**src/rtl/core/nmof_pkg.sv**
```systemverilog
// ----------------------------------------------------------------------------
// nmof_pkg: shared types and constants
// Sizes, register codes and pipeline records of the neighbour mean
// outlier filter.
// ----------------------------------------------------------------------------
package nmof_pkg;

  localparam int MAX_WIDTH     = 512;
  localparam int MAX_HEIGHT    = 4096;
  localparam int PIXEL_BITS    = 24;
  localparam int COL_BITS      = $clog2(MAX_WIDTH);
  localparam int ROW_BITS      = $clog2(MAX_HEIGHT);
  localparam int WIDTH_BITS    = 10;
  localparam int HEIGHT_BITS   = 13;
  localparam int LIMIT_BITS    = 16;
  localparam int CFG_IDX_BITS  = 2;
  localparam int CFG_DATA_BITS = 16;
  localparam int COUNT_BITS    = 32;
  localparam int SUM_BITS      = PIXEL_BITS + 3;
  localparam int PROD_BITS     = SUM_BITS + LIMIT_BITS + 1;
  // centre * 8 neighbours * 256 (Q8.8 limit)
  localparam int RATIO_SHIFT   = 11;
  localparam int MEAN_SHIFT    = 3;

  localparam logic [WIDTH_BITS-1:0]  WIDTH_RESET  = 10'd512;
  localparam logic [HEIGHT_BITS-1:0] HEIGHT_RESET = 13'd512;
  localparam logic [LIMIT_BITS-1:0]  LIMIT_RESET  = 16'd512;

  typedef enum logic {
    CMD_PIXEL = 1'b0,
    CMD_FLUSH = 1'b1
  } cmd_e;

  typedef enum logic [CFG_IDX_BITS-1:0] {
    CFG_LINE_WIDTH   = 2'd0,
    CFG_PLANE_HEIGHT = 2'd1,
    CFG_RATIO_LIMIT  = 2'd2
  } cfg_idx_e;

  typedef logic signed [PIXEL_BITS-1:0] pixel_t;

  // raster info of one item, taken at the input transfer
  typedef struct packed {
    logic [COL_BITS-1:0] col;
    logic                interior;
    logic                last;
    logic                upper_ok;
    logic                middle_ok;
  } pos_t;

  typedef struct packed {
    logic                  out_valid;
    pixel_t                value;
    logic                  replaced;
    logic                  last;
    logic [COUNT_BITS-1:0] total;
  } res_t;

endpackage

```
**src/rtl/core/nmof_window.sv**
```systemverilog
// ----------------------------------------------------------------------------
// nmof_window: 3x3 window and outlier decision
// Holds the two older window columns, sums the eight neighbours, runs the
// ratio test and keeps the saturating replacement count.
// ----------------------------------------------------------------------------
module nmof_window (
  input  logic                            clk_i,
  input  logic                            rst_ni,
  input  logic                            clear_i,
  input  logic                            step_i,
  input  nmof_pkg::pixel_t                value_i,
  input  nmof_pkg::pixel_t                up_i,
  input  nmof_pkg::pixel_t                mid_i,
  input  logic                            mark_i,
  input  logic                            interior_i,
  input  logic                            last_i,
  input  logic [nmof_pkg::LIMIT_BITS-1:0] limit_i,
  output nmof_pkg::res_t                  res_o
);
  import nmof_pkg::*;

  pixel_t                 c1_q [3];
  pixel_t                 c2_q [3];
  logic                   mark_q;
  logic [COUNT_BITS-1:0]  count_q, count_d;
  logic signed [SUM_BITS-1:0]  sum;
  logic signed [PROD_BITS-1:0] prod, lhs;
  logic                   replaced, bump;
  pixel_t                 centre, mean;

  always_comb begin
    centre = c2_q[1];
    sum = SUM_BITS'(c1_q[0]) + SUM_BITS'(c2_q[0]) + SUM_BITS'(up_i)
        + SUM_BITS'(c1_q[1]) + SUM_BITS'(mid_i)
        + SUM_BITS'(c1_q[2]) + SUM_BITS'(c2_q[2]) + SUM_BITS'(value_i);
    prod = PROD_BITS'($signed({1'b0, limit_i})) * PROD_BITS'(sum);
    lhs  = $signed({(PROD_BITS-RATIO_SHIFT)'(centre), RATIO_SHIFT'(0)});
    replaced = interior_i && (lhs > prod);
    // arithmetic shift gives the floor of the mean
    mean = PIXEL_BITS'(sum >>> MEAN_SHIFT);

    bump    = mark_q && replaced && (count_q != '1);
    count_d = count_q + COUNT_BITS'(bump);

    res_o.out_valid = mark_q;
    res_o.value     = mark_q ? (replaced ? mean : centre) : '0;
    res_o.replaced  = mark_q && replaced;
    res_o.last      = mark_q && last_i;
    res_o.total     = mark_q ? count_d : '0;
  end

  always_ff @(posedge clk_i or negedge rst_ni) begin
    if (!rst_ni) begin
      for (int i = 0; i < 3; i++) begin
        c1_q[i] <= '0;
        c2_q[i] <= '0;
      end
      mark_q  <= 1'b0;
      count_q <= '0;
    end else if (clear_i) begin
      for (int i = 0; i < 3; i++) begin
        c1_q[i] <= '0;
        c2_q[i] <= '0;
      end
      mark_q  <= 1'b0;
      count_q <= '0;
    end else if (step_i) begin
      for (int i = 0; i < 3; i++) begin
        c1_q[i] <= c2_q[i];
      end
      c2_q[0] <= up_i;
      c2_q[1] <= mid_i;
      c2_q[2] <= value_i;
      mark_q  <= mark_i;
      count_q <= count_d;
    end
  end

  a_count_hold: assert property (@(posedge clk_i) disable iff (!rst_ni)
    !step_i && !clear_i |=> $stable(count_q)) else $error("count moved without a step");

  a_count_mono: assert property (@(posedge clk_i) disable iff (!rst_ni)
    !clear_i |=> count_q >= $past(count_q)) else $error("count went down");

  a_repl_cond: assert property (@(posedge clk_i) disable iff (!rst_ni)
    res_o.replaced |-> res_o.out_valid && interior_i)
    else $error("replacement on a border or empty slot");

endmodule
```
**config.mk**
```make
export PLATFORM = sky130hd
export DESIGN_NAME = nmof_window
export DESIGN_NICKNAME = d
export VERILOG_FILES = /design/src/rtl/core/nmof_pkg.sv /design/src/rtl/core/nmof_window.sv
export SDC_FILE = /design/constraint.sdc
export NUM_CORES = 2
export LEC_CHECK = 0
export ABC_CLOCK_PERIOD_IN_PS = 42400
export BUFFER_PORTS_ARGS = -buffer_cell sky130_fd_sc_hd__buf_2
export CAP_MARGIN = 20
export CORE_MARGIN = 2
export CORE_UTILIZATION = 24
export DETAILED_ROUTE_END_ITERATION = 7
export GPL_TIMING_DRIVEN = 0
export HOLD_SLACK_MARGIN = 0.03
export SLEW_MARGIN = 30
export SYNTH_ARGS = -nofsm -noshare
export SYNTH_HDL_FRONTEND = slang
export SYNTH_SLANG_ARGS = --single-unit
```
**constraint.sdc**
```tcl
create_clock -name clk_i -period 42.4 [get_ports clk_i]
set_clock_uncertainty 0.1 [all_clocks]
set_input_delay 0 -clock clk_i [delete_from_list [all_inputs] [get_ports clk_i]]
set_output_delay 0 -clock clk_i [all_outputs]
set_load 0.1 [all_outputs]
```
==> metrics.csv <==
stage,metric,value,unit
outcome,outcome,"complete, no violations",
hold_path,hold_path.class,in -> reg,
final_layout,drive_above_1_share,6.424,%
yosys,syn_inst,3206,
drt,drc_errors,0,
yosys,ys.flop_type,dfrtp_1,
timing,max_freq,0.05444,GHz
clock_tree,clk_latency,0.46,ns
critical_path,required,42.30,ns
placement,dp_slack,24.71,ns
critical_path,r2r-end,count_q[31]$_DFFE_PN0P_,
floorplanning,core_area,0.1220,mm2
grt,grt_busiest_layer,met2,
grt,grt_use_met2,23.26,%
timing,setup_ws,24.03,ns
timing,slew_headroom,36.16,%
timing,hold_viol,0,
hold_path,hold_depth,4,
clock_tree,cts_made_buffers,17,
drt,ant_nets,0,
floorplanning,row_count,128,
critical_path,worstRegToRegCells,63,
critical_path,cpPeakStageDelay,0.66,ns
grt,grt_overflow,0,
drt,post_drt_via_cell_ratio,4.382,
clock_tree,cts_tree,built,
final_layout,nFillCells,13130,
final_layout,nNetsFinal,4274,
drt,totalWireLength,87780,um
placement,place_hpwl,74500,um
clock_tree,clk_pin_slew,0.07,ns
critical_path,critPathLaunchType,register,
floorplanning,die_w,355.2,um
yosys,synth_area_leaders,"fa_1, dfrtp_1, inv_1",
critical_path,path_buf_inv,14,
yosys,synth_edf_count,0,
final_layout,multi_input_area,0.02193,mm2
critical_path,crit_path_end_kind,primary output,
clock_tree,root_buffer,clkbuf_16,
critical_path,crit_slowest_cell,xnor2_2,
yosys,synth.largest_area_cell,fa_1,
final_layout,syn_to_final_growth,14.44,%
timing,setup_viol,0,
yosys,synth_nets,4036,
critical_path,path_max_fanout,10,
placement,place_congestion,0.8837,
floorplanning,initial_utilization,24.26,%
critical_path,worstReg2RegStart,c1_q[2]$_DFFE_PN0P_,
final_layout,stdcell_count,5085,
floorplanning,die_area,0.1262,mm2
hold_path,worstHoldStart,step_i,
hold_path,min_to,count_q[9]$_DFFE_PN0P_,
grt,grt_pass1_vias,22980,
yosys,synthMuxAreaShare,5.715,%
critical_path,cp_data_arrival_time,18.27,ns
yosys,synth_top_family_by_area,adder cells,
grt,use_met1,18.83,%
yosys,ys_seq_area_share,14.96,%
grt,grt_max_degree,77,
floorplanning,die_h,355.2,um
run,drv_cap,0,
timing,rsz0062_at_grt,no,
drt,first_iter_violations,1387,
floorplanning,io_pins,154,
timing,worst_pin_slew,0.9576,ns
final_layout,utilization,27.76,%
critical_path,crit_family,adder cells,
yosys,synthSimpleGateAreaFrac,14.32,%
timing,finalCriticalPeriod,18.37,ns
clock_tree,cts.sinks,177,
critical_path,r2r_slack,24.72,ns
yosys,synthAdderAreaFrac,45.42,%
clock_tree,clock_path_buffers,2,
timing,slew_viol_final,0,
drt,detail_route.wl_per_cell,17.26,um
grt,grt_pass1_wl,136000,um
placement,dp_cells,4974,
yosys,synth-xor-area-share,3.432,%
critical_path,cp_common_cell,fa_1,
critical_path,worstSetupPathType,reg -> out,
yosys,ys_types,63,
grt,antenna_found_initial,13,
final_layout,area.sequential,0.004429,mm2
clock_tree,htreeDepth,4,
grt,met3_usage,3.174,%
placement,io_buffers,141,
drt,firstDrtPassIters,5,
yosys,yosys_warnings,0,
yosys,synth_seq_cells,177,
yosys,synth_top_area_share,38.28,%
yosys,synth_compound_area_share,4.806,%
drt,num_vias,22280,
timing,period_share,43.32,%
yosys,async_flop_share,100.0,%
grt,grt_use_total,14.12,%
clock_tree,cts_resized,0,
yosys,avgSynthCellArea,9.233,um2
clock_tree,cts_setup_buffers,0,
yosys,syn-cell-area,0.02960,mm2
timing,setup_tns,0,ns
## stage by stage
stage / hold slack (ns) / area [um2]
2_1_floorplan: -0.3956 / 29600
3_3_place_gp: 0.1605 / 32340
3_5_place_dp: -0.1715 / 32500
4_1_cts: 0.1186 / 33840
5_1_grt: 0.1569 / 33870
6_report: 0.1330 / 33880
## registers in the layout, summed over array words and instances, names as in the netlist
| name | flops |
|---|---|
| count_q | 32 |
| centre | 24 |
| c2_q | 48 |
| mark_q | 1 |
| c1_q | 72 |
## synth_stat cells, drive strengths merged, types with 3 or more instances
library cell,n
a211o,3
a211oi,10
a21boi,4
a21o,32
a21oi,68
a221oi,4
a31o,3
a31oi,7
and2,163
and3,14
and4,7
buf,26
clkbuf,103
dfrtp,177
fa,566
ha,169
inv,756
mux2i,169
nand2,314
nand2b,28
nand3,33
nand4,19
nor2,257
nor2b,27
nor3,17
nor4,5
o2111ai,3
o211ai,8
o21a,9
o21ai,42
o21bai,6
or2,5
or3,14
xnor2,62
xor2,54
## cell type report
cell class,instances,share of cell area [%]
multi-input combinational,2144,64.74
sequential,177,13.07
inverter,756,8.377
tap,1625,6.002
timing repair buffer,219,4.573
buffer,129,1.551
clock buffer,20,1.348
clock inverter,11,0.3103
antenna,4,0.02955
## layout by cell type (no fill, tap or decap), types with 9 or more instances in the layout
cell type	count
inv_1	755
fa_1	566
nand2_1	313
nor2_1	256
dfrtp_1	177
mux2i_1	169
ha_1	169
and2_1	163
buf_2	148
clkbuf_1	104
dlygate4sd3_1	75
a21oi_1	66
xor2_1	53
xnor2_1	48
o21ai_0	41
nand3_1	33
a21o_1	32
nand2b_1	28
nor2b_1	27
nand4_1	19
nor3_1	17
clkbuf_16	17
and3_1	14
xnor2_2	14
or3_1	14
buf_1	12
a211oi_1	10
o21a_1	9
## kinds of logic (layout without fill, tap and decap cells)
group | count (synthesis) | in the layout
xor gates and xnor gates | 116 | 116
and+or+nand+nor | 909 | 909
buffers and inverters | 885 | 1135
AOI/OAI and AO/OA | 215 | 215
DFF | 177 | 177
adders and majority gates | 735 | 735
other | 0 | 4
muxes | 169 | 169
## worst reg2reg max path, delay by kind of cell, from the launching register on
family | cells | cell delay (ns)
compound gates | 15 | 3.61
xor+xnor | 3 | 0.95
fa+ha+maj | 15 | 6.87
buf+inv | 14 | 2.03
flops | 1 | 0.35
simple gates | 16 | 3.60
## layer usage
| metal | part of all wire (%) | vias up |
|---|---|---|
| li1 | - | 10070 |
| met1 | 43 | 11380 |
| met2 | 48 | 704 |
| met3 | 7.4 | 108 |
| met4 | 2.2 | 12 |
| met5 | 0.081 | - |
## worst max path at each step
stage | from | end | slack, ns | cells after the start
after floorplan | c1_q[2]$_DFFE_PN0P_ | res_o[30] | 26.03 | 63
after global placement | c1_q[2]$_DFFE_PN0P_ | res_o[30] | 24.69 | 64
after detailed placement | c1_q[2]$_DFFE_PN0P_ | res_o[30] | 24.71 | 64
after CTS | c1_q[2]$_DFFE_PN0P_ | res_o[30] | 24.16 | 64
after global routing | c1_q[2]$_DFFE_PN0P_ | res_o[30] | 23.13 | 64
final | c1_q[2]$_DFFE_PN0P_ | res_o[30] | 24.03 | 64
## what timing repair did
action / CTS / global route
hold endpoints to repair: 174 / 0
endpoints found under the setup margin: 0 / 0
hold buffers: 76 / 0
Power is not shown: default switching activity piles up to over one toggle a cycle in this logic, so the estimate is an artifact.
