--- config.mk ---
export PLATFORM = sky130hd
export DESIGN_NAME = nmof_ram
export DESIGN_NICKNAME = d
export VERILOG_FILES = /design/src/rtl/core/nmof_ram.sv
export SDC_FILE = /design/constraint.sdc
export NUM_CORES = 1
export LEC_CHECK = 0
export BUFFER_PORTS_ARGS = -buffer_cell sky130_fd_sc_hd__buf_2
export CAP_MARGIN = 20
export CELL_PAD_IN_SITES_DETAIL_PLACEMENT = 1
export CELL_PAD_IN_SITES_GLOBAL_PLACEMENT = 1
export CORE_MARGIN = 1
export CORE_UTILIZATION = 54
export DETAILED_ROUTE_END_ITERATION = 7
export PLACE_DENSITY = 0.76
export SLEW_MARGIN = 10
export SYNTH_ARGS = -nofsm -noshare
export SYNTH_HDL_FRONTEND = slang
export SYNTH_SLANG_ARGS = --single-unit
--- constraint.sdc ---
create_clock -name clk_i -period 4 [get_ports clk_i]
set_input_delay 1.2 -clock clk_i [delete_from_list [all_inputs] [get_ports clk_i]]
set_output_delay 1.2 -clock clk_i [all_outputs]
set_load 0.05 [all_outputs]
--- src/rtl/core/nmof_ram.sv ---
// ----------------------------------------------------------------------------
// nmof_ram: generic dual-port RAM
// One write port, one read port with registered read data (read-first).
// ----------------------------------------------------------------------------
module nmof_ram #(
  parameter int WIDTH = 8,
  parameter int DEPTH = 16
) (
  input  logic                     clk_i,
  input  logic                     we_i,
  input  logic [$clog2(DEPTH)-1:0] waddr_i,
  input  logic [WIDTH-1:0]         wdata_i,
  input  logic                     re_i,
  input  logic [$clog2(DEPTH)-1:0] raddr_i,
  output logic [WIDTH-1:0]         rdata_o
);

  logic [WIDTH-1:0] mem [DEPTH];
  logic [WIDTH-1:0] rdata_q;

  always_ff @(posedge clk_i) begin
    if (we_i) begin
      mem[waddr_i] <= wdata_i;
    end
    if (re_i) begin
      rdata_q <= mem[raddr_i];
    end
  end

  assign rdata_o = rdata_q;

endmodule

==> summary.md, run 1 <==
| Metric | Value |
|---|---|
| Placed cell count | `382` |
| Async S/R FF share, synth | `0%` |
| Worst r2r src | `mem[9][3]$_DFFE_PP_` |
| Antenna violations before repair | `0` |
| Status | `finished, final reports clean` |
| Leakage | `~2 nW` |
| Residual DRC count | `0` |
| Minimum clock period | `between 2 and 3 ns` |
| Final Setup Violations | `0` |
| Cell area after placement | `5505 µm²` |
| CP peak stage delay | `approximately 0.58 ns` |
| Syn Area/Cell | `roughly 23 µm²` |
| Synth warn | `0` |
| CP Cell Sequence | `buf_2 > buf_12 > mux4_1 > a22oi_1 > nand2_1` |
| Via count | `2397` |
| Clk sink count | `136` |
| VDD IR-drop max | `between 0.0002 and 0.0003 V` |
| Skew final | `0.007929 ns` |
| Fraction of layout instances using a drive strength above 1 | `29.12%` |
| Kind of critical path | `in -> reg` |
| Largest net degree at the start of global routing | `33` |
| Final ANT Viol Nets | `0` |
| Final setup TNS | `0 ns` |
| Worst setup margin | `roughly 1.4 ns` |
| Depth of the most critical reg-to-reg path | `3` |
| H-tree Lvls | `4` |
| Die W | `100.4 µm` |
| HPWL Detailed | `6.527 mm` |
| Pre-CTS setup slack | `0.8438 ns` |
| Syn-to-layout area delta | `15.73%` |
| Hold Fails Final Rpt | `0` |
| First-pass detailed-route iteration total | `4` |
| Tot GR Track Use | `23.37%` |
| Core ar. | `9328 µm²` |
| Clock buffer depth | `2` |
| Starting density of the core | `56.04%` |
| First-pass GRT wire length | `approximately 16 mm` |
| Register area share after synthesis | `78.12%` |
| Slew Viols, Final | `0` |
| HP Start | `mem[11][4]$_DFFE_PP_` |
| Critical Path Source | `raddr_i[0]` |
| 1st-iter DRT viols | `145` |
| Cell count after synthesis | `between 200 and 250` |
| Vias/cell | `between 5 and 6` |
| Pwr dens | `528.5 nW/µm²` |
| Yosys reg bits | `136` |
| Syn_nets | `248` |
| Port buffer count | `26` |
| RSZ-0062 raised after global routing | `false` |
| Max_cap viols | `0` |
| Yosys top cell by area | `edfxtp_1` |
| Startpoint Class | `input port` |
| Post-CTS Repair Setup Buffers | `0` |
| CTS root buf | `clkbuf_8` |
| Global route overflow | `0` |
| Fmax | `~380 MHz` |
| Design Area, Final | `around 6000 µm²` |
| Total clock buffers created by CTS | `17` |
| Period utilization | `roughly two thirds` |
| Max stage delay cell, worst path | `mux4_1` |
| Number of global-route vias before repair | `2649` |
| Arrival @ worst endpoint | `2.86 ns` |
| FP Rows | `35` |
| Final-stage net count | `291` |
| Post-Route WL | `approximately 10 mm` |
| Most frequently used flop master after synthesis | `edfxtp_1` |
| Min-delay worst type | `reg -> reg` |
| Hold EP | `rdata_o[4]$_DFFE_PP_` |
| Synth unique cells | `18` |
| Largest cells by area after synthesis | `edfxtp_1 78%, mux4_2 7.8%, mux4_1 7.0%` |
| Mapped Area | `5228 µm²` |
| Full die area | `10080 µm²` |
| Worst slew pin tran | `0.9300 ns` |
| Worst R2R End | `rdata_o[3]$_DFFE_PP_` |
| Hold depth | `3` |
| Post-CTS sizing | `0` |
| Clock-pin slew on the worst setup and hold paths | `~0.06 ns` |
| Finished Layout Cells | `slightly above 400` |
| # IOs | `27` |
| Flop2flop setup slack | `roughly 2.4 ns` |
| Worst-path fanout max | `19` |
| CTS tree | `built` |
| Setup crit end kind | `register` |
| Drt wl/cell | `between 20 and 30 µm` |
| Share of the synthesized area in the top cell type | `78.12%` |
| Critical Path RT | `between 4 and 5 ns` |
| Count leader, synth | `edfxtp_1` |
| Post-synth EDFFs | `136` |
| Post-synth top cells | `136 x edfxtp_1, 18 x mux4_2, 16 x a22oi_1` |
| Ant diodes | `0` |
| Slew headroom | `37.77%` |
| Die height | `100.4 µm` |
| GPL Wtd Cong | `0.7005` |
| # hold bufs at CTS | `0` |
| Clk Latency, worst-skew pair | `~0.51 ns` |
## how the worst max path moves through the flow
stage,endpoint,cells after the start
2_1_floorplan,mem[0][0]$_DFFE_PP_,2
3_3_place_gp,rdata_o[2]$_DFFE_PP_,5
3_5_place_dp,rdata_o[2]$_DFFE_PP_,5
4_1_cts,rdata_o[2]$_DFFE_PP_,5
6_report,rdata_o[3]$_DFFE_PP_,5
5_1_grt,rdata_o[2]$_DFFE_PP_,5
## flip-flops by register name (all words and copies together) (netlist names)
name and count:
mem 128, rdata_o 8
## layout by cell type, fill, tap and decap left out, drive strengths merged
cell type | synthesis | final
nand3b | 2 | 2
bufinv | 0 | 1
inv | 0 | 2
nand2b | 2 | 2
mux4 | 32 | 32
or3b | 1 | 1
nor3 | 4 | 4
edfxtp | 136 | 136
clkinvlp | 0 | 7
nand3 | 1 | 1
nor2 | 13 | 13
clkinv | 0 | 5
buf | 7 | 34
and2 | 1 | 1
and2b | 1 | 1
a22oi | 16 | 16
clkbuf | 0 | 17
nor2b | 1 | 1
nand2 | 9 | 9
## metal layers
metal	part of all wire [%]	GRT usage (%)	vias up	wire length (µm)
met5	0	0	-	0
met3	3.6	5.362	9	374
met1	43	31.96	1268	4532
met4	1.4	8.807	0	144
met2	52	37.30	56	5388
li1	-	-	1064	-
## through the flow
stage,util (%),hold slack (ns),power [W]
4_1_cts,64.86,0.7619,0.003217
5_1_grt,64.86,0.8075,0.003283
6_report,64.86,0.7624,0.003197
3_3_place_gp,59.02,0.7163,0.001804
2_1_floorplan,-,0.7048,0.001747
3_5_place_dp,59.02,0.7446,0.001812
## critical path: cells and delay by family
kind | cells | cell delay [ns]
muxes | 1 | 0.58
AOI/OAI and AO/OA | 1 | 0.31
and+or+nand+nor | 1 | 0.09
buffers and inverters | 2 | 0.66
## where the power goes
group          internal [W]  switching, W  total, W
Clock              0.000822      0.000595   0.00142
Combinational     0.0000587      0.000106  0.000165
Sequential          0.00161    0.00000953   0.00162
## cell families (layout without fill, tap and decap cells)
family	after synthesis	after routing	synth area share (%)
flip-flops	136	136	78.12
AND/OR/NAND/NOR	35	35	3.136
multiplexers	32	32	14.79
AO/OA/AOI/OAI	16	16	2.298
buffers and inverters	10	66	1.651
## cell type report
cell class,count,area [µm²]
tap,129,161.4
timing repair buffer,34,202.7
clock inverter,15,130.1
clock buffer,17,414.1
multi-input combinational,83,1057
sequential,136,4084
fill,759,3278
Power figures use the tool's default switching activity.
==> inputs of run 2 (changes only) <==
--- a/config.mk
+++ b/config.mk
@@ -10,9 +10,9 @@
 export CELL_PAD_IN_SITES_DETAIL_PLACEMENT = 1
 export CELL_PAD_IN_SITES_GLOBAL_PLACEMENT = 1
 export CORE_MARGIN = 1
-export CORE_UTILIZATION = 54
+export CORE_UTILIZATION = 53
 export DETAILED_ROUTE_END_ITERATION = 7
-export PLACE_DENSITY = 0.76
+export PLACE_DENSITY = 0.75
 export SLEW_MARGIN = 10
 export SYNTH_ARGS = -nofsm -noshare
 export SYNTH_HDL_FRONTEND = slang
==> constraint.sdc (replaced) <==
create_clock -name clk_i -period 2.6 [get_ports clk_i]
set_input_delay 0.78 -clock clk_i [delete_from_list [all_inputs] [get_ports clk_i]]
set_output_delay 0.78 -clock clk_i [all_outputs]
set_load 0.05 [all_outputs]
==> summary.md, run 2 (synthesized netlist as in run 1, its figures left out) <==
| Metric | Value |
|---|---|
| Die W | `101.3 µm (+0.92%)` |
| Arrival @ worst endpoint | `1.16 ns (-1.70 ns)` |
| Via count | `2489 (+3.8%)` |
| Minimum clock period | `1.941 ns` |
| Top Family by Delay on Critical Path | `flip-flops` |
| Worst-path fanout max | `1 (-18)` |
| Max stage delay cell, worst path | `edfxtp_1` |
| Final ANT Viol Nets | `0 (unchanged)` |
| HP Start | `re_i` |
| Leakage | `2.103 nW (+5.2%)` |
| Clock buffer depth | `2 (unchanged)` |
| Min-delay worst type | `in -> reg` |
| 1st-iter DRT viols | `111 (-23%)` |
| Hold EP | `rdata_o[0]$_DFFE_PP_` |
| Skew final | `0.008746 ns (+0.0008169 ns)` |
| Drt wl/cell | `25.20 µm (about the same)` |
| Kind of critical path | `reg -> out` |
| Period utilization | `74.64%` |
| Antenna violations before repair | `0 (unchanged)` |
| Port buffer count | `26 (unchanged)` |
| Max_cap viols | `0 (unchanged)` |
| Total clock buffers created by CTS | `17 (unchanged)` |
| Ant diodes | `0 (unchanged)` |
| Hold Fails Final Rpt | `0 (unchanged)` |
| Post-CTS Repair Setup Buffers | `0 (unchanged)` |
| WP buf/inv | `1 (-1)` |
| HPWL Detailed | `6.872 mm (+5.3%)` |
| VDD IR-drop max | `0.0004132 V (+47%)` |
| CP peak stage delay | `0.41 ns (-0.17 ns)` |
| Final setup TNS | `0 ns (unchanged)` |
| Clk sink count | `136 (unchanged)` |
| Max reg flops | `128 (unchanged)` |
| Startpoint Class | `register` |
| Flop2flop setup slack | `0.99 ns (-1.45 ns)` |
| Setup crit end kind | `primary output` |
| Fraction of layout instances using a drive strength above 1 | `31.65% (+2.5 points)` |
| Fmax | `slightly above 500 MHz` |
| First-pass GRT wire length | `16.34 mm (+3.3%)` |
| Pre-CTS setup slack | `0.2398 ns (-0.6040 ns)` |
| Number of global-route vias before repair | `2682 (+1.2%)` |
| Final-stage net count | `303 (+4.1%)` |
| GPL Wtd Cong | `0.6977 (-0.40%)` |
| Clock-pin slew on the worst setup and hold paths | `0.06 ns (about the same)` |
| # IOs | `27 (unchanged)` |
| Clk Latency, worst-skew pair | `0.52 ns (about the same)` |
| Worst slew pin tran | `0.6938 ns (-0.2362 ns)` |
| Residual DRC count | `0 (unchanged)` |
| Global route overflow | `0 (unchanged)` |
| Slew headroom | `53.65% (+16 points)` |
| Depth of the most critical reg-to-reg path | `3 (unchanged)` |
| CTS tree | `built` |
| Worst r2r src | `mem[9][4]$_DFFE_PP_` |
| Final Setup Violations | `0 (unchanged)` |
| Most frequent cells in the layout | `136 x edfxtp_1, 26 x buf_2, 18 x mux4_2` |
| CP Cell Sequence | `buf_2` |
| Largest reg by FF count | `mem` |
| Critical Path RT | `1.82 ns (-2.43 ns)` |
| Hold depth | `1 (-2)` |
| Status | `finished, final reports clean` |
| Commonest non-fill, non-tap cell in the layout | `edfxtp_1` |
| Core ar. | `9415 µm² (+0.94%)` |
| Starting density of the core | `55.52% (-0.52 points)` |
| Final core occ | `65.95% (+1.1 points)` |
| Vias/cell | `5.843 (+0.91%)` |
| RSZ-0062 raised after global routing | `false` |
| Pwr dens | `823.8 nW/µm² (+56%)` |
| First-pass detailed-route iteration total | `4 (unchanged)` |
| Die height | `101.3 µm (+0.92%)` |
| Syn-to-layout area delta | `18.79%` |
| Post-Route WL | `10.74 mm (+2.9%)` |
| Slew Viols, Final | `0 (unchanged)` |
| CTS root buf | `clkbuf_8` |
| FP Rows | `35 (unchanged)` |
| Full die area | `10260 µm² (+1.9%)` |
| Worst setup margin | `0.6594 ns (-0.7286 ns)` |
| Tot GR Track Use | `23.83% (+0.46 points)` |
| Post-CTS sizing | `0 (unchanged)` |
| Largest net degree at the start of global routing | `33 (unchanged)` |
| H-tree Lvls | `4 (unchanged)` |
| # hold bufs at CTS | `0 (unchanged)` |
| Worst R2R End | `rdata_o[4]$_DFFE_PP_` |
-- run 2: changes by cell type in the layout (fill, tap and decap cells not counted), sizes merged --
cell      change
buf          +12
bufinv        +2
clkinv        -1
clkinvlp      -3
inv           +2
-- run 2: layer usage --
metal	share of wire, %	track usage, %	up-vias
met5	0	0	-
met4	1.3	8.584	0
met3	6.0	4.693	12
met2	51	38.72	95
met1	42	32.69	1286
li1	-	-	1096
-- run 2: report_power, final --
part | switching (W) | internal, W
registers | 0.0000151 | 0.00247
logic | 0.000168 | 0.0000999
clock network | 0.000900 | 0.00146
total | 0.00108 | 0.00403
-- run 2: worst max path at each step --
stage,startpoint,endpoint,slack [ns],cells after the start
after floorplan,waddr_i[2],mem[0][0]$_DFFE_PP_,0.33,2
after global placement,raddr_i[0],rdata_o[0]$_DFFE_PP_,0.25,5
after detailed placement,raddr_i[0],rdata_o[0]$_DFFE_PP_,0.24,5
after CTS,rdata_o[6]$_DFFE_PP_,rdata_o[6],0.63,1
after global routing,rdata_o[6]$_DFFE_PP_,rdata_o[6],0.62,1
final,rdata_o[6]$_DFFE_PP_,rdata_o[6],0.66,1
-- run 2: final cells by class --
class / count / area [µm²]
Fill cell: 769 / 3206
Clock buffer: 17 / 414.1
Tap cell: 129 / 161.4
Multi-Input combinational cell: 83 / 1057
Sequential cell: 136 / 4084
Timing Repair Buffer: 46 / 317.8
Clock inverter: 15 / 175.2
-- run 2: through the flow --
step | power [W] | instance area (µm²) | hold WS, ns | cells
after detailed placement | 0.002800 | 5620 | 0.7432 | 394
final | 0.005116 | 6210 | 0.6391 | 426
after global placement | 0.002785 | 5620 | 0.7313 | 394
after global routing | 0.005251 | 6210 | 0.6378 | 426
after CTS | 0.005153 | 6210 | 0.6337 | 426
after floorplan | 0.002688 | 5228 | 0.7048 | 229
-- run 2: worst reg2reg max path: cells and delay by family (launching register included) --
family	cells	cell delay (ns)
DFF	1	0.40
muxes	1	0.54
and+or+nand+nor	1	0.09
AOI/OAI and AO/OA	1	0.32
==> inputs of run 3 (changes only) <==
==> constraint.sdc (replaced) <==
create_clock -name clk_i -period 2 [get_ports clk_i]
set_input_delay 0.6 -clock clk_i [delete_from_list [all_inputs] [get_ports clk_i]]
set_output_delay 0.6 -clock clk_i [all_outputs]
set_load 0.05 [all_outputs]
==> summary.md, run 3 (synthesized netlist as in run 1, its figures left out) <==
| Metric | Value |
|---|---|
| Post-CTS Repair Setup Buffers | `0 (unchanged)` |
| Arrival @ worst endpoint | `1.18 ns (+0.02 ns)` |
| Sw Share | `21.34% (+0.17 points)` |
| Residual DRC count | `0 (unchanged)` |
| Fraction of layout instances using a drive strength above 1 | `33.44% (+1.8 points)` |
| Commonest non-fill, non-tap cell in the layout | `edfxtp_1` |
| VDD IR-drop max | `0.0005229 V (+27%)` |
| Starting density of the core | `55.52% (unchanged)` |
| Startpoint Class | `register` |
| Post-CTS sizing | `0 (unchanged)` |
| Int Power | `0.005256 W (+30%)` |
| Die height | `101.3 µm (unchanged)` |
| Die W | `101.3 µm (unchanged)` |
| Leakage | `2.138 nW (+1.7%)` |
| Critical Path RT | `1.40 ns (-0.42 ns)` |
| # IOs | `27 (unchanged)` |
| Max reg flops | `128 (unchanged)` |
| Top Family by Delay on Critical Path | `flip-flops` |
| Placed cell count | `399 (+1.3%)` |
| Final ANT Viol Nets | `0 (unchanged)` |
| Clock-pin slew on the worst setup and hold paths | `0.06 ns (about the same)` |
| GPL Wtd Cong | `0.7304 (+4.7%)` |
| CP peak stage delay | `0.38 ns (-0.03 ns)` |
| Pre-CTS setup slack | `-0.1892 ns (-0.4289 ns)` |
| Max_cap viols | `0 (unchanged)` |
| Final setup TNS | `0 ns (unchanged)` |
| Core ar. | `9415 µm² (unchanged)` |
| Global route overflow | `0 (unchanged)` |
| Antenna violations before repair | `0 (unchanged)` |
| # hold bufs at CTS | `0 (unchanged)` |
| Sw power | `0.001426 W (+32%)` |
| First-pass detailed-route iteration total | `4 (unchanged)` |
| Pwr dens | `1066 nW/µm² (+29%)` |
| CP Cell Sequence | `buf_2` |
| Skew final | `0.01238 ns (+0.003637 ns)` |
| H-tree Lvls | `4 (unchanged)` |
| Total clock buffers created by CTS | `17 (unchanged)` |
| Status | `finished, final reports clean` |
| Post-Route WL | `11.07 mm (+3.1%)` |
| Via count | `2557 (+2.7%)` |
| Worst slew pin tran | `0.3815 ns (-0.3123 ns)` |
| Clock buffer depth | `2 (unchanged)` |
| Kind of critical path | `reg -> out` |
| Fmax | `561.6 MHz` |
| Slew Viols, Final | `0 (unchanged)` |
| Drt wl/cell | `25.68 µm (+1.9%)` |
| 1st-iter DRT viols | `213 (+92%)` |
| Final-stage net count | `308 (+1.7%)` |
| Port buffer count | `26 (unchanged)` |
| Setup crit end kind | `primary output` |
| Finished Layout Cells | `431 (+1.2%)` |
| Worst setup margin | `0.2194 ns (-0.4401 ns)` |
| Min-delay worst type | `in -> reg` |
| FP Rows | `35 (unchanged)` |
| First-pass GRT wire length | `16.69 mm (+2.2%)` |
| Number of global-route vias before repair | `2727 (+1.7%)` |
| Worst-path fanout max | `1 (unchanged)` |
| Part of the power in registers | `48.3% (-0.3 points)` |
| Ant diodes | `0 (unchanged)` |
| Most frequent cells in the layout | `136 x edfxtp_1, 26 x buf_2, 21 x buf_4` |
| Final Setup Violations | `0 (unchanged)` |
| Minimum clock period | `1.781 ns` |
| Full die area | `10260 µm² (unchanged)` |
| Max stage delay cell, worst path | `edfxtp_1` |
| Clk sink count | `136 (unchanged)` |
| Largest net degree at the start of global routing | `22 (-33%)` |
| Hold Fails Final Rpt | `0 (unchanged)` |
| RSZ-0062 raised after global routing | `false` |
| Combinational power share | `5.5% (+0.3 points)` |
| Clock power share | `46.2% (about the same)` |
| Vias/cell | `5.933 (+1.5%)` |
| Tot GR Track Use | `24.27% (+0.44 points)` |
| CTS tree | `built` |
| Period utilization | `89.03%` |
| Largest reg by FF count | `mem` |
| Syn-to-layout area delta | `19.89%` |
| Clk Latency, worst-skew pair | `0.52 ns (about the same)` |
| CTS root buf | `clkbuf_8` |
| HPWL Detailed | `7.382 mm (+7.4%)` |
| Slew headroom | `74.56% (+21 points)` |
| WP buf/inv | `1 (unchanged)` |
| Design Area, Final | `6267 µm² (+0.93%)` |
| Cell area after placement | `5675 µm² (+0.98%)` |
run 3: changes by cell type in the layout (fill, tap and decap cells not counted), sizes merged:
cell	change
clkbuf	+1
clkinv	+2
clkinvlp	-1
buf	+5
inv	-2
run 3: area by class of cell:
| cell class | instances | area [µm²] |
|---|---|---|
| clock inverter | 14 | 173.9 |
| tap | 129 | 161.4 |
| multi-input combinational | 83 | 1062 |
| clock buffer | 18 | 417.9 |
| fill | 776 | 3148 |
| timing repair buffer | 51 | 367.9 |
| sequential | 136 | 4084 |
run 3: path summary, 6_finish.rpt:
path / from / endpoint / slack (ns) / depth (start not counted)
setup / recovery: rdata_o[7]$_DFFE_PP_ / rdata_o[7] / 0.22 / 1
hold / removal: re_i / rdata_o[7]$_DFFE_PP_ / 0.46 / 1
setup reg to reg: mem[1][5]$_DFFE_PP_ / rdata_o[5]$_DFFE_PP_ / 0.42 / 3
hold reg to reg: mem[14][0]$_DFFE_PP_ / rdata_o[0]$_DFFE_PP_ / 0.74 / 3
run 3: worst register-to-register path, stage by stage, from the launching register on:
cell and delay [ns]:
edfxtp_1 0.36, mux4_1 0.56, a22oi_1 0.30, nand2_1 0.10
run 3: power by group through the flow:
| stage | logic [W] | clock network [W] | registers (W) |
|---|---|---|---|
| after CTS | 0.000370 | 0.00313 | 0.00323 |
| after global routing | 0.000391 | 0.00322 | 0.00323 |
| after detailed placement | 0.000368 | 0 | 0.00329 |
| after floorplan | 0.000162 | 0 | 0.00333 |
| after global placement | 0.000354 | 0 | 0.00328 |
| final | 0.000364 | 0.00309 | 0.00323 |
run 3: per-stage QoR:
step	total power (W)	hold WS (ns)	util (%)
2_1_floorplan	0.003495	0.6989	-
3_3_place_gp	0.003638	0.7269	60.28
3_5_place_dp	0.003659	0.7353	60.28
4_1_cts	0.006727	0.4350	66.56
5_1_grt	0.006848	0.4404	66.56
6_report	0.006683	0.4634	66.56
run 3: per-layer routing:
layer | wire [µm] | vias to the layer above | GRT usage [%]
met4 | 98 | 0 | 8.696
met5 | 0 | - | 0
met3 | 570 | 8 | 4.969
met1 | 4840 | 1359 | 33.60
li1 | - | 1102 | -
met2 | 5558 | 88 | 38.93
