[src/rtl/core/nmof_pkg.sv]
// ----------------------------------------------------------------------------
// nmof_pkg: shared types and constants
// Sizes, register codes and pipeline records of the neighbour mean
// outlier filter.
// ----------------------------------------------------------------------------
package nmof_pkg;

  localparam int MAX_WIDTH     = 512;
  localparam int MAX_HEIGHT    = 4096;
  localparam int PIXEL_BITS    = 24;
  localparam int COL_BITS      = $clog2(MAX_WIDTH);
  localparam int ROW_BITS      = $clog2(MAX_HEIGHT);
  localparam int WIDTH_BITS    = 10;
  localparam int HEIGHT_BITS   = 13;
  localparam int LIMIT_BITS    = 16;
  localparam int CFG_IDX_BITS  = 2;
  localparam int CFG_DATA_BITS = 16;
  localparam int COUNT_BITS    = 32;
  localparam int SUM_BITS      = PIXEL_BITS + 3;
  localparam int PROD_BITS     = SUM_BITS + LIMIT_BITS + 1;
  // centre * 8 neighbours * 256 (Q8.8 limit)
  localparam int RATIO_SHIFT   = 11;
  localparam int MEAN_SHIFT    = 3;

  localparam logic [WIDTH_BITS-1:0]  WIDTH_RESET  = 10'd512;
  localparam logic [HEIGHT_BITS-1:0] HEIGHT_RESET = 13'd512;
  localparam logic [LIMIT_BITS-1:0]  LIMIT_RESET  = 16'd512;

  typedef enum logic {
    CMD_PIXEL = 1'b0,
    CMD_FLUSH = 1'b1
  } cmd_e;

  typedef enum logic [CFG_IDX_BITS-1:0] {
    CFG_LINE_WIDTH   = 2'd0,
    CFG_PLANE_HEIGHT = 2'd1,
    CFG_RATIO_LIMIT  = 2'd2
  } cfg_idx_e;

  typedef logic signed [PIXEL_BITS-1:0] pixel_t;

  // raster info of one item, taken at the input transfer
  typedef struct packed {
    logic [COL_BITS-1:0] col;
    logic                interior;
    logic                last;
    logic                upper_ok;
    logic                middle_ok;
  } pos_t;

  typedef struct packed {
    logic                  out_valid;
    pixel_t                value;
    logic                  replaced;
    logic                  last;
    logic [COUNT_BITS-1:0] total;
  } res_t;

endpackage

[src/rtl/core/nmof_raster.sv]
// ----------------------------------------------------------------------------
// nmof_raster: raster position tracking
// Column/row of the incoming item, window centre border flags and
// row-store fill state.
// ----------------------------------------------------------------------------
module nmof_raster (
  input  logic                             clk_i,
  input  logic                             rst_ni,
  input  logic                             clear_i,
  input  logic                             adv_i,
  input  logic [nmof_pkg::WIDTH_BITS-1:0]  width_i,
  input  logic [nmof_pkg::HEIGHT_BITS-1:0] height_i,
  output nmof_pkg::pos_t                   pos_o
);
  import nmof_pkg::*;

  localparam logic [1:0] SEEN_BOTH = 2'd2;

  logic [COL_BITS-1:0]    col_q, col_d;
  logic [ROW_BITS-1:0]    row_q, row_d;
  logic [1:0]             seen_q, seen_d;
  logic [WIDTH_BITS-1:0]  col_w, pc;
  logic [HEIGHT_BITS-1:0] row_h, pr, row_bump;
  logic                   borrow, col_end, row_end;

  always_comb begin
    col_w    = WIDTH_BITS'(col_q);
    row_h    = HEIGHT_BITS'(row_q);
    borrow   = (col_q == '0);
    row_bump = HEIGHT_BITS'(borrow);
    col_end  = (col_w == width_i - 1'b1);
    row_end  = (row_h == height_i - 1'b1);

    // centre sits one row and one column behind the incoming item
    pc = borrow ? width_i - 1'b1 : col_w - 1'b1;
    if (height_i == HEIGHT_BITS'(1)) begin
      pr = '0;
    end else if (row_h < row_bump + HEIGHT_BITS'(1)) begin
      pr = row_h + height_i - HEIGHT_BITS'(1) - row_bump;
    end else begin
      pr = row_h - HEIGHT_BITS'(1) - row_bump;
    end

    pos_o.col       = col_q;
    pos_o.interior  = (pc != '0) && (pc < width_i - 1'b1) &&
                      (pr != '0) && (pr < height_i - 1'b1);
    pos_o.last      = (pc == width_i - 1'b1) && (pr == height_i - 1'b1);
    // middle store entry holds data once a full row went through, upper entry once two did
    pos_o.middle_ok = (seen_q != '0);
    pos_o.upper_ok  = (seen_q == SEEN_BOTH);

    col_d  = col_q;
    row_d  = row_q;
    seen_d = seen_q;
    if (clear_i) begin
      col_d  = '0;
      row_d  = '0;
      seen_d = '0;
    end else if (adv_i) begin
      if (col_end) begin
        col_d  = '0;
        row_d  = row_end ? '0 : row_q + 1'b1;
        seen_d = (seen_q == SEEN_BOTH) ? seen_q : seen_q + 1'b1;
      end else begin
        col_d = col_q + 1'b1;
      end
    end
  end

  always_ff @(posedge clk_i or negedge rst_ni) begin
    if (!rst_ni) begin
      col_q  <= '0;
      row_q  <= '0;
      seen_q <= '0;
    end else begin
      col_q  <= col_d;
      row_q  <= row_d;
      seen_q <= seen_d;
    end
  end

  a_col_range: assert property (@(posedge clk_i) disable iff (!rst_ni)
    col_w < width_i) else $error("column position beyond line width");

  a_row_range: assert property (@(posedge clk_i) disable iff (!rst_ni)
    row_h < height_i) else $error("row position beyond plane height");

  a_seen_code: assert property (@(posedge clk_i) disable iff (!rst_ni)
    seen_q != 2'd3) else $error("row fill state out of range");

  a_seen_wrap: assert property (@(posedge clk_i) disable iff (!rst_ni)
    !$stable(seen_q) |-> col_q == '0) else $error("fill state moved mid-row");

endmodule

[config.mk]
export PLATFORM = sky130hd
export DESIGN_NAME = nmof_raster
export DESIGN_NICKNAME = d
export VERILOG_FILES = /design/src/rtl/core/nmof_pkg.sv /design/src/rtl/core/nmof_raster.sv
export SDC_FILE = /design/constraint.sdc
export NUM_CORES = 1
export LEC_CHECK = 0
export ABC_AREA = 1
export BUFFER_PORTS_ARGS = -buffer_cell sky130_fd_sc_hd__buf_2
export CAP_MARGIN = 10
export CORE_ASPECT_RATIO = 0.8
export CORE_MARGIN = 4
export CORE_UTILIZATION = 40
export DETAILED_ROUTE_END_ITERATION = 16
export GPL_ROUTABILITY_DRIVEN = 0
export MAX_ROUTING_LAYER = met4
export SYNTH_ARGS = -nofsm -noshare
export SYNTH_HDL_FRONTEND = slang
export SYNTH_SLANG_ARGS = --single-unit
[constraint.sdc]
create_clock -name clk_i -period 5.55 [get_ports clk_i]
set_clock_uncertainty 0.2 [all_clocks]
set_input_delay 1.11 -clock clk_i [delete_from_list [all_inputs] [get_ports clk_i]]
set_output_delay 1.11 -clock clk_i [all_outputs]
set_load 0.01 [all_outputs]
==> flow_summary.yaml, run 1 <==
synthesis:
  ys_seq_elements: 23
  synth-main-ff-cell: "dfrtp_1"
  synth_fp_nets: 904
  yosysWarnings: 0
  syn_avg_cell_area_um2: 5.64
  netlist_area_mm2: 0.00460
  async_flop_share: 1.00
  synth_cells: 817
  synth-seq-area-share: 0.125
  synth-edff-count: 0
  synth_cell_types: 38
sta:
  finalSetupViolCount: 0
  slew_headroom: 0.637
  clock.fmax_mhz: 187
  fin_ws_ns: 0.192
  period_minus_slack_ns: 5.36
  hold_violations: 0
  maxSlewViolCount: 0
  hold_slack_ns: 0.305
  tightest_slew_ns: 0.542
  post-route-period-util: 0.965
drt:
  vias: 5266
  ant_nets: 0
  drtIter0Drc: 387
  avgViaCountPerCell: 5.26
  drc: 0
  wl_per_cell_um: 13.8
  firstDrtPassIters: 5
  wl_um: 13800
layout:
  syn_to_final_growth_pct: 13.2
  final_layout_size_suffix_gt1_frac: 0.114
  multi_input_area_mm2: 0.00353
  seqCellArea_um2: 577
  post-route-util: 0.471
  fillers: 1217
  mostFrequentLayoutCells: "nand2_1, inv_1, nor2_1"
  nNetsFinal: 946
  final_common_cell: "nand2_1"
  num_antenna_cells: 0
  final_area_mm2: 0.00521
power_and_ir_drop:
  p_total_uw: 1560
  power_frac_clock: 0.098
  p_seq_frac: 0.131
  powerDensity_mw_per_mm2: 300
  ir_drop_v: 0.000173
  power_frac_comb: 0.772
  switching_power_uw: 828
  p_int_uw: 733
  swShare: 0.530
  cellLeakagePower_uw: 0.00294
grt:
  antenna_found_initial: 0
  grt_start_max_net_pins: 24
  grt-ovfl-total: 0
  grt_pass1_vias: 4758
  grt_first_pass_wirelength_um: 23100
  grt_usage: 0.211
critical_path:
  rrSetupSlack_ns: 3.22
  cp_data_arrival_time_ns: 4.05
  worstSetupStartpointType: "primary input"
  worstSetupStartpoint: "height_i[0]"
  critPathMaxStageDelay_ns: 0.38
  crit_slowest_cell: "fa_2"
  end_kind: "output pin"
  cp.required_ns: 4.24
  crit_top_cell: "nand2_1"
  r2r-start: "row_q[2]"
  path_max_fanout: 3
  timing_worst_setup_path_type: "in2out"
min_path:
  hold_start: "seen_q[1]"
  hp-class: "reg2reg"
clocking:
  max-clock-path-buffers: 2
  hold_buffers: 0
  cts_tree: "built"
  cts_buffers: 3
  cts.sinks: 23
  clk_pin_slew_ns: 0.06
  ctsHtreeMaxLevel: 1
  clk_latency_ns: 0.25
  cts_root_buffer: "clkbuf_16"
place:
  dp_hpwl_um: 11600
  buffer_ports.inserted: 39
  place_area_mm2: 0.00500
  pre_cts_ws_ns: -0.00407
run:
  drv_cap: 0
floorplan:
  fp.dieH_um: 104
  ios: 40
  rows: 34
  fp.dieArea_mm2: 0.0133
  die_width_um: 128
  core_area_mm2: 0.0111
  initial_core_util: 0.416
outcome:
  status: "completed"
==> state kept, by name, indices dropped and copies added, names as in the netlist <==
signal  flops
col_q       9
row_q      12
seen_q      2
==> cells by family (layout without fill, tap and decap cells) <==
logic type               after synthesis  count (layout)  synth area share
AO/OA/AOI/OAI                         60              60            0.0717
AND/OR/NAND/NOR                      495             495             0.462
adder cells (fa/ha/maj)               60              60             0.166
flip-flops                            23              23             0.125
buffers and inverters                160             201             0.137
XOR/XNOR                              19              19            0.0378
==> worst max-delay path, delay by kind of cell <==
| family | cells | cell delay (ns) |
|---|---|---|
| and+or+nand+nor | 11 | 0.83 |
| buffers and inverters | 7 | 0.55 |
| adders and majority gates | 4 | 1.04 |
| AOI/OAI and AO/OA | 4 | 0.50 |
==> power by group through the flow <==
stage | registers [µW] | logic, µW | clock network (µW)
floorplan | 201 | 807 | 0
global placement | 205 | 1090 | 0
detailed placement | 205 | 1100 | 0
CTS | 202 | 1110 | 158
global route | 208 | 1370 | 166
finish | 204 | 1200 | 152
==> path summary, 6_finish.rpt <==
kind,depth (start not counted),end
max reg2reg,9,row_q[11]
min in group asynchronous,1,col_q[5]
min reg2reg,2,seen_q[1]
min,2,seen_q[1]
max in group asynchronous,1,col_q[1]
max,26,pos_o[3]
==> synth_stat cells, drive strengths merged, types with 2 or more instances <==
| cell type | n | area [µm²] |
|---|---|---|
| o21a | 3 | 22.5 |
| a21o | 2 | 15.0 |
| fa | 2 | 40.0 |
| nor2 | 107 | 424 |
| buf | 12 | 77.6 |
| nand3 | 101 | 510 |
| o21ai | 22 | 110 |
| a21oi | 26 | 130 |
| nand2 | 243 | 922 |
| nand4 | 31 | 194 |
| clkinv | 3 | 11.3 |
| xnor2 | 5 | 43.8 |
| dfrtp | 23 | 576 |
| inv | 139 | 522 |
| ha | 58 | 726 |
| nor3 | 9 | 45.0 |
| clkbuf | 6 | 22.5 |
| xor2 | 14 | 130 |
==> metrics by stage <==
step	instances	TNS (ns)
after detailed placement	998	-0.00407
after global routing	1002	-0.0230
after floorplan	817	0
after global placement	998	0
after CTS	1002	0
final	1002	0
==> repair_timing <==
item	in CTS	in global routing
endpoints found under the hold margin	0	0
pin swaps	0	7
setup buffers	0	0
resized for setup	1	33
setup endpoints to repair	1	2
==> layer usage <==
| metal | track usage | vias up | wire length, µm |
|---|---|---|---|
| met4 | 0.0182 | 0 | 86 |
| met5 | - | - | 0 |
| met2 | 0.305 | 154 | 5830 |
| met1 | 0.331 | 2410 | 6980 |
| li1 | - | 2694 | - |
| met3 | 0.0159 | 8 | 906 |
==> cell type report <==
type                            instances  share of cell area
Timing Repair Buffer                   55              0.0605
Multi-Input combinational cell        634               0.677
Clock buffer                            4              0.0151
Sequential cell                        23               0.111
Inverter                              142               0.103
Tap cell                              144              0.0346
Note: power is estimated with default switching activity, not from simulation.
==> inputs of run 2 (changes only) <==
--- a/config.mk
+++ b/config.mk
@@ -5,7 +5,7 @@
 export SDC_FILE = /design/constraint.sdc
 export NUM_CORES = 1
 export LEC_CHECK = 0
-export ABC_AREA = 1
+export ABC_AREA = 0
 export BUFFER_PORTS_ARGS = -buffer_cell sky130_fd_sc_hd__buf_2
 export CAP_MARGIN = 10
 export CORE_ASPECT_RATIO = 0.8
==> run 2 against run 1 <==
Sequential power shrank 9.8%; register-to-register slack lost 0.70 ns; the run now ends with negative setup slack left; routed wire length shrank 8.9%.
==> flow_summary.yaml, run 2 <==
layout:
  reg.largest.list: "row_q: 12 flops, col_q: 9 flops, seen_q: 2 flops"
  top_register: "row_q"
  largest_reg_flops: 12
  multi_input_area_mm2: 0.00358
  final_common_cell: "buf_4"
  nNetsFinal: 721
  final_layout_size_suffix_gt1_frac: 0.267
  fillers: 966
  mostFrequentLayoutCells: "buf_4, inv_1, ha_1"
  final_area_mm2: 0.00535
  num_antenna_cells: 0
  syn_to_final_growth_pct: 26.5
  seqCellArea_um2: 576
min_path:
  hp-class: "reg2reg"
clocking:
  cts_tree: "built"
  max-clock-path-buffers: 2
  cts_root_buffer: "clkbuf_16"
  cts_buffers: 3
  clk_pin_slew_ns: 0.06
  clk_latency_ns: 0.25
  ctsHtreeMaxLevel: 1
  cts.sinks: 23
sta:
  clock.fmax_mhz: 169
  post-route-period-util: 1.06
  hold_violations: 0
  tightest_slew_ns: 0.773
  finalSetupViolCount: 2
  fin_ws_ns: -0.351
  period_minus_slack_ns: 5.90
  slew_headroom: 0.477
  fin_setup_tns_ns: -0.404
  grt_setup_unrepaired: "yes"
  maxSlewViolCount: 0
synthesis:
  synth_fp_nets: 638
  ys_seq_elements: 23
  synth_cell_types: 66
  yosysWarnings: 0
  synth_cells: 551
  synth_area_leaders: "ha_1, dfrtp_1, xnor2_1"
  syn_avg_cell_area_um2: 7.68
  synth.top_cell.area_share: 0.172
  synth.most_common_cell: "inv_1"
  synth-main-ff-cell: "dfrtp_1"
  netlist_area_mm2: 0.00423
  async_flop_share: 1.00
  synth-seq-area-share: 0.136
  synth-edff-count: 0
  netlist_top_cells_count: "inv_1, ha_1, xnor2_1"
  yosysTopAreaCell: "ha_1"
drt:
  wl_per_cell_um: 16.3
  firstDrtPassIters: 5
  drc: 0
  wl_um: 12600
  avgViaCountPerCell: 5.54
  ant_nets: 0
  vias: 4285
  drtIter0Drc: 291
place:
  place_area_mm2: 0.00495
  dp_hpwl_um: 10400
  pre_cts_ws_ns: -0.296
  buffer_ports.inserted: 39
critical_path:
  crit_chain: "inv_2 > ha_4 > or4b_4 > or2_4 > buf_6 > ha_2 > or3_4 > or3_4 > buf_4 > nor3_4 > a21oi_2 > nor2_2 > ha_1 > o21a_1 > o21a_1 > o21ai_2 > a31oi_2 > nor2_2 > o221ai_2 > nor3_2 > buf_2"
  worstSetupStartpointType: "flip-flop"
  path_max_fanout: 4
  critPathBufInv: 4
  timing_worst_setup_path_type: "reg2out"
  crit_slowest_cell: "or4b_4"
  cp_data_arrival_time_ns: 4.59
  critPathMaxStageDelay_ns: 0.46
  crit_family: "simple AND/OR/NAND/NOR gates"
  cp.required_ns: 4.24
  end_kind: "output pin"
power_and_ir_drop:
  p_int_uw: 683
  power_frac_comb: 0.715
  powerDensity_mw_per_mm2: 222
  switching_power_uw: 507
  swShare: 0.426
  p_seq_frac: 0.155
  power_frac_clock: 0.130
  cellLeakagePower_uw: 0.00256
  ir_drop_v: 0.000107
run:
  drv_cap: 0
grt:
  grt-ovfl-total: 0
  grt_usage: 0.213
  antenna_found_initial: 0
  grt_start_max_net_pins: 24
  grt_pass1_vias: 4182
  grt_first_pass_wirelength_um: 20700
floorplan:
  ios: 40
  rows: 33
  fp.dieH_um: 100
  initial_core_util: 0.411
  core_area_mm2: 0.0103
  fp.dieArea_mm2: 0.0123
  die_width_um: 123
outcome:
  status: "finished with violations"
  violations: "negative setup slack"
-- run 2: cell families after synthesis --
group | synth area share
simple gates | 0.271
compound gates | 0.150
fa+ha+maj | 0.181
xor+xnor | 0.163
mux | 0.0145
flops | 0.136
buf+inv | 0.0834
-- run 2: worst min-delay path, cell delays in order, from the launching register on --
cell and delay [ns]:
dfrtp_1 0.36, xnor2_1 0.12, nor2_1 0.04
-- run 2: power groups by stage --
stage | clock network [µW] | logic [µW] | registers (µW)
2_1_floorplan | 0 | 447 | 184
3_5_place_dp | 0 | 707 | 187
5_1_grt | 163 | 938 | 186
4_1_cts | 157 | 779 | 184
6_report | 154 | 851 | 184
3_3_place_gp | 0 | 692 | 186
-- run 2: metal layers --
layer,vias to the layer above,share of wire,global-route usage
met5,-,0,-
met4,0,0.0041,0.0207
met3,6,0.048,0.0197
met2,111,0.44,0.328
met1,2060,0.50,0.315
li1,2108,-,-
-- run 2: cell type report --
cell class / instances / share of cell area
well taps: 140 / 0.0327
multi-input cells: 437 / 0.669
clock buffers: 3 / 0.0140
flip-flops and latches: 23 / 0.108
repair buffers: 105 / 0.130
clock inverters: 1 / 0.000935
inverters: 64 / 0.0454
-- run 2: worst paths after layout --
check                      startpoint        end  slack, ns  cells after the start
setup / recovery             col_q[1]   pos_o[3]      -0.35                     21
hold / removal              seen_q[0]  seen_q[0]       0.36                      2
setup reg to reg             col_q[0]   row_q[6]       2.52                     11
hold reg to reg             seen_q[0]  seen_q[0]       0.36                      2
max in group asynchronous      rst_ni   col_q[6]       4.19                      1
min in group asynchronous      rst_ni   col_q[2]       0.62                      1
-- run 2: repair_timing --
action | CTS | global route
hold buffers | 0 | 0
pin swaps | 9 | 16
setup buffers | 5 | 4
hold endpoints to repair | 0 | 0
resized for setup | 37 | 25
endpoints found under the setup margin | 2 | 2
-- run 2: per-stage QoR --
stage	hold slack [ns]	utilization	power, µW	cells
floorplan	0.310	-	631	551
global placement	0.336	0.481	878	763
detailed placement	0.352	0.481	893	763
CTS	0.361	0.509	1120	772
global route	0.383	0.520	1290	773
finish	0.359	0.520	1190	773
==> inputs of run 3 (changes only) <==
--- a/config.mk
+++ b/config.mk
@@ -10,10 +10,12 @@
 export CAP_MARGIN = 10
 export CORE_ASPECT_RATIO = 0.8
 export CORE_MARGIN = 4
-export CORE_UTILIZATION = 40
+export CORE_UTILIZATION = 50
 export DETAILED_ROUTE_END_ITERATION = 16
 export GPL_ROUTABILITY_DRIVEN = 0
 export MAX_ROUTING_LAYER = met4
+export PLACE_DENSITY = 0.69
+export RECOVER_POWER = 100
 export SYNTH_ARGS = -nofsm -noshare
 export SYNTH_HDL_FRONTEND = slang
 export SYNTH_SLANG_ARGS = --single-unit
==> run 3 against run 2 <==
The run still ends with negative setup slack left; critical endpoint unchanged; worst hold slack barely moved; critical path depth did not move; final cell count fell by 5.2%; largest power group unchanged; setup slack improved by 0.050 ns.
==> flow_summary.yaml, run 3 (synthesis results as in run 2) <==
outcome:
  status: "finished with violations"
  violations: "negative setup slack"
sta:
  clock.fmax_mhz: 171
  period_minus_slack_ns: 5.85
  grt_setup_unrepaired: "yes"
  tightest_slew_ns: 1.22
  finalSetupViolCount: 2
  maxSlewViolCount: 0
  fin_ws_ns: -0.301
  hold_violations: 0
  hold_slack_ns: 0.358
  slew_headroom: 0.185
  fin_setup_tns_ns: -0.420
  post-route-period-util: 1.05
critical_path:
  r2r-start: "col_q[2]"
  critPathMaxStageDelay_ns: 0.45
  rr_worst_depth: 9
  crit_end: "pos_o[3]"
  cp.required_ns: 4.24
  path_max_fanout: 4
  crit_chain: "inv_2 > ha_4 > or4b_4 > or2_4 > buf_6 > ha_2 > or3_4 > or3_4 > buf_4 > o21ai_0 > nand3_1 > ha_1 > nor2b_1 > o21a_1 > o21a_1 > o21ai_1 > a31oi_2 > nor2_1 > o221ai_1 > nor3_2 > buf_2"
  timing_worst_setup_path_type: "reg2out"
  crit_family: "simple AND/OR/NAND/NOR gates"
  worstSetupStartpoint: "col_q[1]"
  r2r-end: "row_q[8]"
  worstSetupStartpointType: "flip-flop"
  critPathBufInv: 4
  rrSetupSlack_ns: 2.09
  end_kind: "output pin"
  crit_cells: 21
  crit_slowest_cell: "or4b_4"
  cp_data_arrival_time_ns: 4.54
place:
  dp_hpwl_um: 10100
  buffer_ports.inserted: 39
  place_area_mm2: 0.00484
  pre_cts_ws_ns: -0.293
  place_inst: 722
drt:
  vias: 4385
  firstDrtPassIters: 5
  drc: 0
  avgViaCountPerCell: 5.98
  drtIter0Drc: 370
  wl_um: 12600
  ant_nets: 0
  wl_per_cell_um: 17.2
grt:
  grt_start_max_net_pins: 24
  grt_first_pass_wirelength_um: 20700
  antenna_found_initial: 0
  grt-ovfl-total: 0
  grt_usage: 0.250
  grt_pass1_vias: 4230
layout:
  largest_reg_flops: 12
  fin_cells: 733
  final_common_cell: "inv_1"
  mostFrequentLayoutCells: "inv_1, ha_1, buf_4"
  syn_to_final_growth_pct: 22.2
  reg.largest.list: "row_q: 12 flops, col_q: 9 flops, seen_q: 2 flops"
  nNetsFinal: 713
  final_layout_size_suffix_gt1_frac: 0.230
  top_register: "row_q"
  final_area_mm2: 0.00517
  num_antenna_cells: 0
clocking:
  clk_pin_slew_ns: 0.08
  hold_buffers: 0
  clk_latency_ns: 0.26
  cts_tree: "built"
  ctsHtreeMaxLevel: 1
  cts.sinks: 23
  max-clock-path-buffers: 2
  cts_buffers: 3
  cts_root_buffer: "clkbuf_8"
run:
  drv_cap: 0
floorplan:
  ios: 40
  die_width_um: 111
  fp.dieArea_mm2: 0.0100
  rows: 29
  initial_core_util: 0.523
  core_area_mm2: 0.00809
  fp.dieH_um: 90.3
power_and_ir_drop:
  powerDensity_mw_per_mm2: 213
  cellLeakagePower_uw: 0.00243
  ir_drop_v: 0.000175
min_path:
  hp-class: "reg2reg"
run 3: worst min-delay path by stage:
stage / startpoint / endpoint / depth (start not counted)
global placement: seen_q[1] / seen_q[1] / 2
floorplan: seen_q[0] / seen_q[0] / 2
global route: seen_q[0] / seen_q[0] / 2
finish: seen_q[0] / seen_q[0] / 2
detailed placement: seen_q[0] / seen_q[0] / 2
CTS: seen_q[0] / seen_q[0] / 2
run 3: worst register-to-register path, stage by stage (launching register included):
cell and delay (ns):
dfrtp_1 0.35, clkbuf_1 0.40, xnor2_1 0.12, or3_1 0.37
and4bb_2 0.37, a41o_1 0.18, clkbuf_1 0.61, nand2b_1 0.35
nand2b_1 0.23, o21ai_0 0.18
run 3: power by group:
part           internal, µW  switching, µW  total [µW]
Sequential              173           10.3         184
Combinational           384            430         814
Clock                  51.2           52.3         104
Total                   609            493        1100
run 3: repair_timing:
action	in CTS	in global routing
gates cloned	0	0
hold endpoints to repair	0	0
setup buffers	4	3
pin swaps	12	16
resized for setup	34	27
endpoints found under the setup margin	2	2
run 3: cell type report:
type / count / area (µm²)
Fill cell: 692 / 2920
Sequential cell: 23 / 576
Multi-Input combinational cell: 437 / 3580
Clock buffer: 4 / 45.0
Tap cell: 108 / 135
Inverter: 64 / 243
Timing Repair Buffer: 97 / 594
run 3: layer usage:
metal / vias up / GRT usage / part of all wire
met5: - / - / 0
li1: 2098 / - / -
met1: 2106 / 0.365 / 0.47
met2: 171 / 0.376 / 0.44
met3: 10 / 0.0442 / 0.080
met4: 0 / 0.0215 / 0.0062
run 3: metrics by stage:
step,total power (µW),utilization
4_1_cts,1030,0.625
2_1_floorplan,631,-
5_1_grt,1180,0.639
3_5_place_dp,869,0.598
6_report,1100,0.639
3_3_place_gp,852,0.598
